## src/rtl/flr_pkg.sv

```systemverilog
// ----------------------------------------------------------------------------
// flr_pkg: shared types and constants of the line rasterizer
// Payload structs, controller state, control/status bundles and the
// configuration register indexes.
// ----------------------------------------------------------------------------
package flr_pkg;

	localparam int COORD_MAX = 31;
	localparam int COORD_W   = $clog2(COORD_MAX + 1);
	localparam int TWICE_W   = COORD_W + 2;
	localparam int ERR_W     = COORD_W + 3;
	// non-final cells allowed per line; the final cell comes on top
	localparam int MAX_STEPS = 2 * COORD_MAX;
	localparam int CNT_W     = $clog2(MAX_STEPS + 2);

	localparam int CFG_IDX_W = 1;
	localparam logic [CFG_IDX_W-1:0] CFG_GRID_WIDTH  = 1'b0;
	localparam logic [CFG_IDX_W-1:0] CFG_GRID_HEIGHT = 1'b1;

	typedef struct packed {
		logic [COORD_W-1:0] start_x;
		logic [COORD_W-1:0] start_y;
		logic [COORD_W-1:0] end_x;
		logic [COORD_W-1:0] end_y;
	} line_req_t;

	typedef struct packed {
		logic [COORD_W-1:0] cell_column;
		logic [COORD_W-1:0] cell_row;
		logic               drawn;
		logic               last_cell;
	} cell_t;

	typedef enum logic {
		ST_IDLE,
		ST_RUN
	} state_t;

	typedef struct packed {
		logic load;   // latch a new line request
		logic step;   // emit current cell and advance
	} dp_cmd_t;

	typedef struct packed {
		logic out_free;  // output register can take a cell this cycle
		logic last;      // current cell is the final one of the line
	} dp_status_t;

endpackage

```

## src/rtl/four_connected_line_rasterizer.sv

```systemverilog
// ----------------------------------------------------------------------------
// four_connected_line_rasterizer: 4-connected Bresenham line rasterizer
// Top level: configuration registers, controller and datapath.
// ----------------------------------------------------------------------------
// Usage:
//  - in channel: one line request (two endpoints) per transfer. A transfer
//    happens when in_valid is high and in_stall is low. in_stall is low
//    only while no line is being walked.
//  - out channel: one cell per transfer, from the start point to the end
//    point; the end point carries last_cell. Coincident endpoints give a
//    single undrawn cell with last_cell set.
//  - Flow: a request transfer latches the line and starts the run state;
//    each stepped cell passes through the output register to out_valid.
//    The Bresenham stepper advances and emits one cell per cycle whenever
//    the output register can take it; a line has at most 63 cells.
//  - Receiver stall: the output register holds its cell and the stepper
//    waits; nothing is dropped.
//  - cfg_we/cfg_index/cfg_data write grid_width (index 0) and
//    grid_height (index 1); write only while idle.
//  - Reset: both grid sizes return to 30 and the block goes idle.
// ----------------------------------------------------------------------------
module four_connected_line_rasterizer (
	input  logic                          clk,
	input  logic                          arst_n,
	input  logic                          in_valid,
	output logic                          in_stall,
	input  flr_pkg::line_req_t            in_data,
	output logic                          out_valid,
	input  logic                          out_stall,
	output flr_pkg::cell_t                out_data,
	input  logic                          cfg_we,
	input  logic [flr_pkg::CFG_IDX_W-1:0] cfg_index,
	input  logic [flr_pkg::COORD_W-1:0]   cfg_data
);

	logic [flr_pkg::COORD_W-1:0] grid_width_q, grid_height_q;
	flr_pkg::dp_cmd_t            cmd;
	flr_pkg::dp_status_t         sts;

	always_ff @(posedge clk or negedge arst_n) begin
		if (!arst_n) begin
			grid_width_q  <= flr_pkg::COORD_W'(30);
			grid_height_q <= flr_pkg::COORD_W'(30);
		end else if (cfg_we) begin
			case (cfg_index)
				flr_pkg::CFG_GRID_WIDTH:  grid_width_q  <= cfg_data;
				flr_pkg::CFG_GRID_HEIGHT: grid_height_q <= cfg_data;
				default: ;
			endcase
		end
	end

	flr_ctrl u_ctrl (
		.clk      (clk),
		.arst_n   (arst_n),
		.in_valid (in_valid),
		.in_stall (in_stall),
		.sts      (sts),
		.cmd      (cmd)
	);

	flr_dpath u_dpath (
		.clk         (clk),
		.arst_n      (arst_n),
		.cmd         (cmd),
		.sts         (sts),
		.req         (in_data),
		.grid_width  (grid_width_q),
		.grid_height (grid_height_q),
		.out_valid   (out_valid),
		.out_stall   (out_stall),
		.out_data    (out_data)
	);

endmodule

```

## src/rtl/flr_ctrl.sv

```systemverilog
// ----------------------------------------------------------------------------
// flr_ctrl: line rasterizer controller
// Two-state machine: waits for a request, then steps the datapath one
// cell per cycle whenever the output register can take it.
// ----------------------------------------------------------------------------
module flr_ctrl (
	input  logic                clk,
	input  logic                arst_n,
	input  logic                in_valid,
	output logic                in_stall,
	input  flr_pkg::dp_status_t sts,
	output flr_pkg::dp_cmd_t    cmd
);

	flr_pkg::state_t state_q;
	flr_pkg::state_t state_d;

	always_ff @(posedge clk or negedge arst_n) begin
		if (!arst_n) begin
			state_q <= flr_pkg::ST_IDLE;
		end else begin
			state_q <= state_d;
		end
	end

	always_comb begin
		state_d = state_q;
		case (state_q)
			flr_pkg::ST_IDLE: begin
				if (in_valid) state_d = flr_pkg::ST_RUN;
			end
			flr_pkg::ST_RUN: begin
				if (sts.out_free && sts.last) state_d = flr_pkg::ST_IDLE;
			end
			default: state_d = flr_pkg::ST_IDLE;
		endcase
	end

	always_comb begin
		cmd.load = 1'b0;
		cmd.step = 1'b0;
		in_stall = 1'b1;
		case (state_q)
			flr_pkg::ST_IDLE: begin
				in_stall = 1'b0;
				cmd.load = in_valid;
			end
			flr_pkg::ST_RUN: begin
				cmd.step = sts.out_free;
			end
			default: begin
				in_stall = 1'b1;
			end
		endcase
	end

	a_last_ends_run: assert property (@(posedge clk) disable iff (!arst_n)
		(cmd.step && sts.last) |=> (state_q == flr_pkg::ST_IDLE))
		else $error("controller stayed busy after the final cell");

	a_load_starts_run: assert property (@(posedge clk) disable iff (!arst_n)
		cmd.load |=> (state_q == flr_pkg::ST_RUN))
		else $error("accepted request did not start a line");

	a_no_step_after_load: assert property (@(posedge clk) disable iff (!arst_n)
		cmd.load |-> !cmd.step)
		else $error("cell stepped in the request transfer cycle");

endmodule

```

## src/rtl/flr_dpath.sv

```systemverilog
// ----------------------------------------------------------------------------
// flr_dpath: line rasterizer datapath
// Setup of axis distances and error term, the Bresenham stepper, cell
// formatting against the grid size, and the output register.
// ----------------------------------------------------------------------------
module flr_dpath (
	input  logic                         clk,
	input  logic                         arst_n,
	input  flr_pkg::dp_cmd_t             cmd,
	output flr_pkg::dp_status_t          sts,
	input  flr_pkg::line_req_t           req,
	input  logic [flr_pkg::COORD_W-1:0]  grid_width,
	input  logic [flr_pkg::COORD_W-1:0]  grid_height,
	output logic                         out_valid,
	input  logic                         out_stall,
	output flr_pkg::cell_t               out_data
);

	localparam int CW = flr_pkg::COORD_W;
	localparam int TW = flr_pkg::TWICE_W;
	localparam int EW = flr_pkg::ERR_W;

	logic [CW-1:0]                cur_x_q, cur_y_q, end_x_q, end_y_q;
	logic signed [EW-1:0]         err_q;
	logic                         step_x_neg_q, step_y_neg_q, steep_swap_q, coinc_q;
	logic [TW-1:0]                major_twice_q, minor_twice_q;
	logic [flr_pkg::CNT_W-1:0]    cnt_q;
	logic                         out_valid_q;
	flr_pkg::cell_t               out_q;

	// setup terms
	logic          sx_neg, sy_neg, steep;
	logic [CW-1:0] dx, dy, major, minor;

	always_comb begin
		sx_neg = req.end_x < req.start_x;
		sy_neg = req.end_y < req.start_y;
		dx     = sx_neg ? req.start_x - req.end_x : req.end_x - req.start_x;
		dy     = sy_neg ? req.start_y - req.end_y : req.end_y - req.start_y;
		steep  = dy > dx;
		major  = steep ? dy : dx;
		minor  = steep ? dx : dy;
	end

	// stepping terms
	logic          at_end, last, err_pos, in_grid;
	logic [CW-1:0] x_next_step, y_next_step, row;
	flr_pkg::cell_t cell_d;

	always_comb begin
		at_end      = (cur_x_q == end_x_q) && (cur_y_q == end_y_q);
		last        = at_end || (cnt_q == flr_pkg::CNT_W'(flr_pkg::MAX_STEPS));
		err_pos     = !err_q[EW-1] && (err_q != '0);
		x_next_step = step_x_neg_q ? cur_x_q - CW'(1) : cur_x_q + CW'(1);
		y_next_step = step_y_neg_q ? cur_y_q - CW'(1) : cur_y_q + CW'(1);
		in_grid     = (cur_x_q <= grid_width) && (cur_y_q <= grid_height);
		row         = grid_height - cur_y_q + CW'(1);
		cell_d.cell_column = cur_x_q;
		cell_d.last_cell   = last;
		if (coinc_q) begin
			cell_d.cell_row = '0;
			cell_d.drawn    = 1'b0;
		end else begin
			cell_d.cell_row = in_grid ? row : '0;
			cell_d.drawn    = in_grid;
		end
	end

	always_ff @(posedge clk) begin
		if (cmd.load) begin
			cur_x_q       <= req.start_x;
			cur_y_q       <= req.start_y;
			end_x_q       <= req.end_x;
			end_y_q       <= req.end_y;
			step_x_neg_q  <= sx_neg;
			step_y_neg_q  <= sy_neg;
			steep_swap_q  <= steep;
			coinc_q       <= (req.start_x == req.end_x) && (req.start_y == req.end_y);
			major_twice_q <= {1'b0, major, 1'b0};
			minor_twice_q <= {1'b0, minor, 1'b0};
			err_q         <= $signed({2'b00, minor, 1'b0}) - $signed({3'b000, major});
		end else if (cmd.step) begin
			if (err_pos) begin
				if (steep_swap_q) cur_x_q <= x_next_step;
				else              cur_y_q <= y_next_step;
				err_q <= err_q - $signed({1'b0, major_twice_q});
			end else begin
				if (steep_swap_q) cur_y_q <= y_next_step;
				else              cur_x_q <= x_next_step;
				err_q <= err_q + $signed({1'b0, minor_twice_q});
			end
		end
	end

	always_ff @(posedge clk or negedge arst_n) begin
		if (!arst_n) begin
			cnt_q <= '0;
		end else if (cmd.load) begin
			cnt_q <= '0;
		end else if (cmd.step && !last) begin
			cnt_q <= cnt_q + flr_pkg::CNT_W'(1);
		end
	end

	// output register
	always_ff @(posedge clk or negedge arst_n) begin
		if (!arst_n) begin
			out_valid_q <= 1'b0;
		end else if (cmd.step) begin
			out_valid_q <= 1'b1;
		end else if (!out_stall) begin
			out_valid_q <= 1'b0;
		end
	end

	always_ff @(posedge clk) begin
		if (cmd.step) out_q <= cell_d;
	end

	assign sts.out_free = !out_valid_q || !out_stall;
	assign sts.last     = last;
	assign out_valid    = out_valid_q;
	assign out_data     = out_q;

	a_cnt_bound: assert property (@(posedge clk) disable iff (!arst_n)
		cnt_q <= flr_pkg::CNT_W'(flr_pkg::MAX_STEPS))
		else $error("cell count ran past the step bound");

	a_coinc_single: assert property (@(posedge clk) disable iff (!arst_n)
		(cmd.step && coinc_q) |-> last)
		else $error("coincident endpoints did not end on first cell");

	a_last_flag: assert property (@(posedge clk) disable iff (!arst_n)
		cmd.step |=> (out_valid_q && (out_q.last_cell == $past(last))))
		else $error("output register lost the final-cell flag");

endmodule
```

## config.mk

```make
export PLATFORM = sky130hd
export DESIGN_NAME = four_connected_line_rasterizer
export DESIGN_NICKNAME = d
export VERILOG_FILES = /design/src/rtl/flr_pkg.sv /design/src/rtl/four_connected_line_rasterizer.sv /design/src/rtl/flr_ctrl.sv /design/src/rtl/flr_dpath.sv
export SDC_FILE = /design/constraint.sdc
export NUM_CORES = 1
export LEC_CHECK = 0
export ABC_CLOCK_PERIOD_IN_PS = 5250
export BUFFER_PORTS_ARGS = -buffer_cell sky130_fd_sc_hd__buf_4
export CORE_MARGIN = 3
export CORE_UTILIZATION = 45
export CTS_BUF_LIST = sky130_fd_sc_hd__clkbuf_2
export CTS_CLUSTER_SIZE = 10
export DETAILED_ROUTE_END_ITERATION = 6
export PLACE_DENSITY = 0.6
export SYNTH_ARGS = -nofsm -noshare
export SYNTH_HDL_FRONTEND = slang
export SYNTH_SLANG_ARGS = --single-unit
```

## constraint.sdc

```tcl
create_clock -name clk -period 5.25 [get_ports clk]
set_input_delay 1.05 -clock clk [delete_from_list [all_inputs] [get_ports clk]]
set_output_delay 1.05 -clock clk [all_outputs]
set_load 0.01 [all_outputs]
```

==> run_results.csv <==
group,metric,value,unit
run_status,status,"completed",
sta,period_share,0.932,
clock_network,post-cts-setup-buffer-count,0,
sta,rsz0062_at_grt,"false",
synth,synth_area,5060,sq um
detailed_routing,drt_iter0_drc,209,
cells_and_area,drive_gt1_frac,0.241,
floorplan,start_util,0.463,
detailed_routing,drtAntennaViolNets,0,
worst_setup_path,end_kind,"register",
cells_and_area,area.sequential,2080,sq um
clock_network,numCtsBuffers,9,
cells_and_area,area.growth.synth_to_final,19.0,%
worst_setup_path,required,5.63,ns
cells_and_area,nFillCells,1020,
clock_network,clk_latency,0.51,ns
clock_network,cts.hold.buffers_added,0,
global_routing,grt_pass1_wl,18500,microns
synth,synthCells,485,
sta,slew_headroom,0.335,
floorplan,die_y,112,microns
global_routing,grt_start_max_net_pins,32,
hold_path,hold_class,"in2async",
synth,ys_types,59,
global_routing,antenna_found_initial,0,
placement,gp_congestion,0.827,
power_and_ir_drop,ir_drop,0.265,mV
sta,finClkSkew,0.0399,ns
global_routing,grt_pass1_vias,3759,
floorplan,fp.dieArea,12600,sq um
detailed_routing,drc,0,
cells_and_area,layout.nets,676,
sta,whs,0.378,ns
clock_network,cts_resized,0,
sta,period_needed,4.89,ns
worst_setup_path,crit_fanout,5,
floorplan,die_w,112,microns
clock_network,tritoncts,"done",
worst_setup_path,worst-setup-path-type,"in2reg",
sta,finalHoldViolations,0,
clock_network,clock_path_buffers,2,
sta,worstMarginPinSlew,0.987,ns
cells_and_area,largest_reg_flops,12,
synth,ys_ff_latch,72,
sta,slew_violations,0,
power_and_ir_drop,power_leakage,0.00282,uW
synth,synth_nets,582,
clock_network,cts-root-buf,"clkbuf_2",
global_routing,overflow,0,
placement,placed_area,5930,sq um
cells_and_area,multi_input_area,2730,sq um
worst_setup_path,critical_path_arrival,5.27,ns
detailed_routing,totalWireLength,10700,microns
synth,synthFlopType,"edfxtp_1",
floorplan,ioPinCount,45,
clock_network,clk_pin_slew,0.20,ns
floorplan,row_count,38,
cells_and_area,fin_area,6030,sq um
synth,yosysWarnings,0,
floorplan,coreArea,10900,sq um
clock_network,cts_htree_levels,3,
worst_setup_path,startpoint_type,"input pin",
synth,synth_edf_count,54,
global_routing,grt_use_total,0.182,
detailed_routing,vias,3681,
detailed_routing,wl_per_cell,14.8,microns
sta,setup_violations,0,
synth,async_reset_ff_frac,0.250,
placement,dp_hpwl,8730,microns
synth,yosysSeqAreaShare,0.411,
clock_network,cts_sinks,72,
power_and_ir_drop,power_per_cell_area,440,nW/um^2
cells_and_area,diodes,0,
detailed_routing,dr.pass1.iters,4,
synth,avgSynthCellArea,10.4,sq um
detailed_routing,avgViaCountPerCell,5.08,
placement,io_buffers,44,
sta,fmax,204,MHz
run,cap_violations,0,
## cells in the mapped netlist (8+ instances only)
library cell | n | area share
nand3_1 | 8 | 0.0079
fa_1 | 10 | 0.040
dfrtp_1 | 10 | 0.049
mux2i_1 | 12 | 0.024
o21ai_0 | 18 | 0.018
xnor2_1 | 22 | 0.038
dfstp_2 | 8 | 0.042
ha_1 | 56 | 0.14
edfxtp_1 | 54 | 0.32
nand2_1 | 24 | 0.018
inv_1 | 66 | 0.049
xor2_1 | 18 | 0.031
nor2_1 | 38 | 0.028
a21oi_1 | 33 | 0.033
nor3_1 | 11 | 0.011
a21o_1 | 16 | 0.024
nand2b_1 | 9 | 0.011
## layer usage
layer / track usage / share of wire / vias up
li1: - / - / 1870
met4: 0.0737 / 0.025 / 0
met2: 0.292 / 0.46 / 70
met1: 0.244 / 0.47 / 1721
met3: 0.0323 / 0.036 / 20
met5: 0 / 0 / -
## kinds of logic after synthesis
logic type,Yosys count,synth area share
simple gates,117,0.111
buf+inv,73,0.0585
fa+ha+maj,66,0.178
flops,72,0.411
compound gates,98,0.133
xor+xnor,40,0.0692
mux,19,0.0393
## final cells by class
| class | instances | area share |
|---|---|---|
| multi-input combinational | 340 | 0.453 |
| tap | 140 | 0.0291 |
| timing repair buffer | 90 | 0.114 |
| clock buffer | 11 | 0.00913 |
| clock inverter | 5 | 0.00789 |
| sequential | 72 | 0.345 |
| inverter | 66 | 0.0411 |
## worst max-delay path, stage by stage
cell	delay, ns
buf_4	0.12
ha_1	0.36
a21oi_2	0.21
and2_1	0.20
a21boi_0	0.13
o311ai_1	0.30
a21boi_2	0.09
xor2_1	0.18
inv_1	0.11
ha_4	0.29
nand3_4	0.07
a41oi_2	0.21
o22ai_4	0.11
nor2_4	0.18
mux2_4	0.32
ha_1	0.21
or3_1	0.37
o311a_1	0.31
or3_1	0.30
a31oi_1	0.16
## stage by stage
step | std cells | power (uW) | worst slack, ns | util | setup TNS (ns)
2_1_floorplan | 485 | 1900 | 0.00365 | - | 0
4_1_cts | 724 | 2680 | 0.408 | 0.551 | 0
5_1_grt | 724 | 2910 | 0.178 | 0.551 | 0
3_3_place_gp | 708 | 2340 | -0.0814 | 0.542 | -0.204
6_report | 724 | 2650 | 0.356 | 0.551 | 0
3_5_place_dp | 708 | 2370 | -0.169 | 0.542 | -0.551
## where the power goes
group          switching [uW]  leakage, uW  internal [uW]  total (uW)
combinational             736      0.00204            724        1460
sequential               90.8     0.000706            800         891
clock                     190    0.0000708            110         299
## final timing paths
kind	startpoint	endpoint	cells after the start	slack, ns
worst max-delay path	in_data[4]	u_dpath.err_q[5]	20	0.36
worst min-delay path	arst_n	grid_width_q[0]	1	0.38
worst max register to register	u_dpath.err_q[2]	u_dpath.err_q[7]	13	2.00
worst min register to register	grid_width_q[3]	grid_width_q[3]	2	0.52
max in group asynchronous	arst_n	grid_height_q[3]	1	4.60
min in group clk	grid_width_q[3]	grid_width_q[3]	2	0.52
## placed cells by master, fill, tap and decap left out, drive strengths merged, types with 4 or more instances in the layout
cell type,synthesis,layout
nand4,5,5
clkbuf,3,11
clkinv,0,4
a21oi,35,35
o21ai,19,19
dfstp,8,8
nor2b,5,5
nor2,39,39
buf,4,90
mux2,7,7
edfxtp,54,54
nand3,9,9
xnor2,22,22
and2,5,5
fa,10,10
xor2,18,18
dfrtp,10,10
nand2b,9,9
ha,56,56
a21o,17,17
nand2,24,24
inv,66,66
nor3,11,11
mux2i,12,12
(Power assumes the default switching activity.)
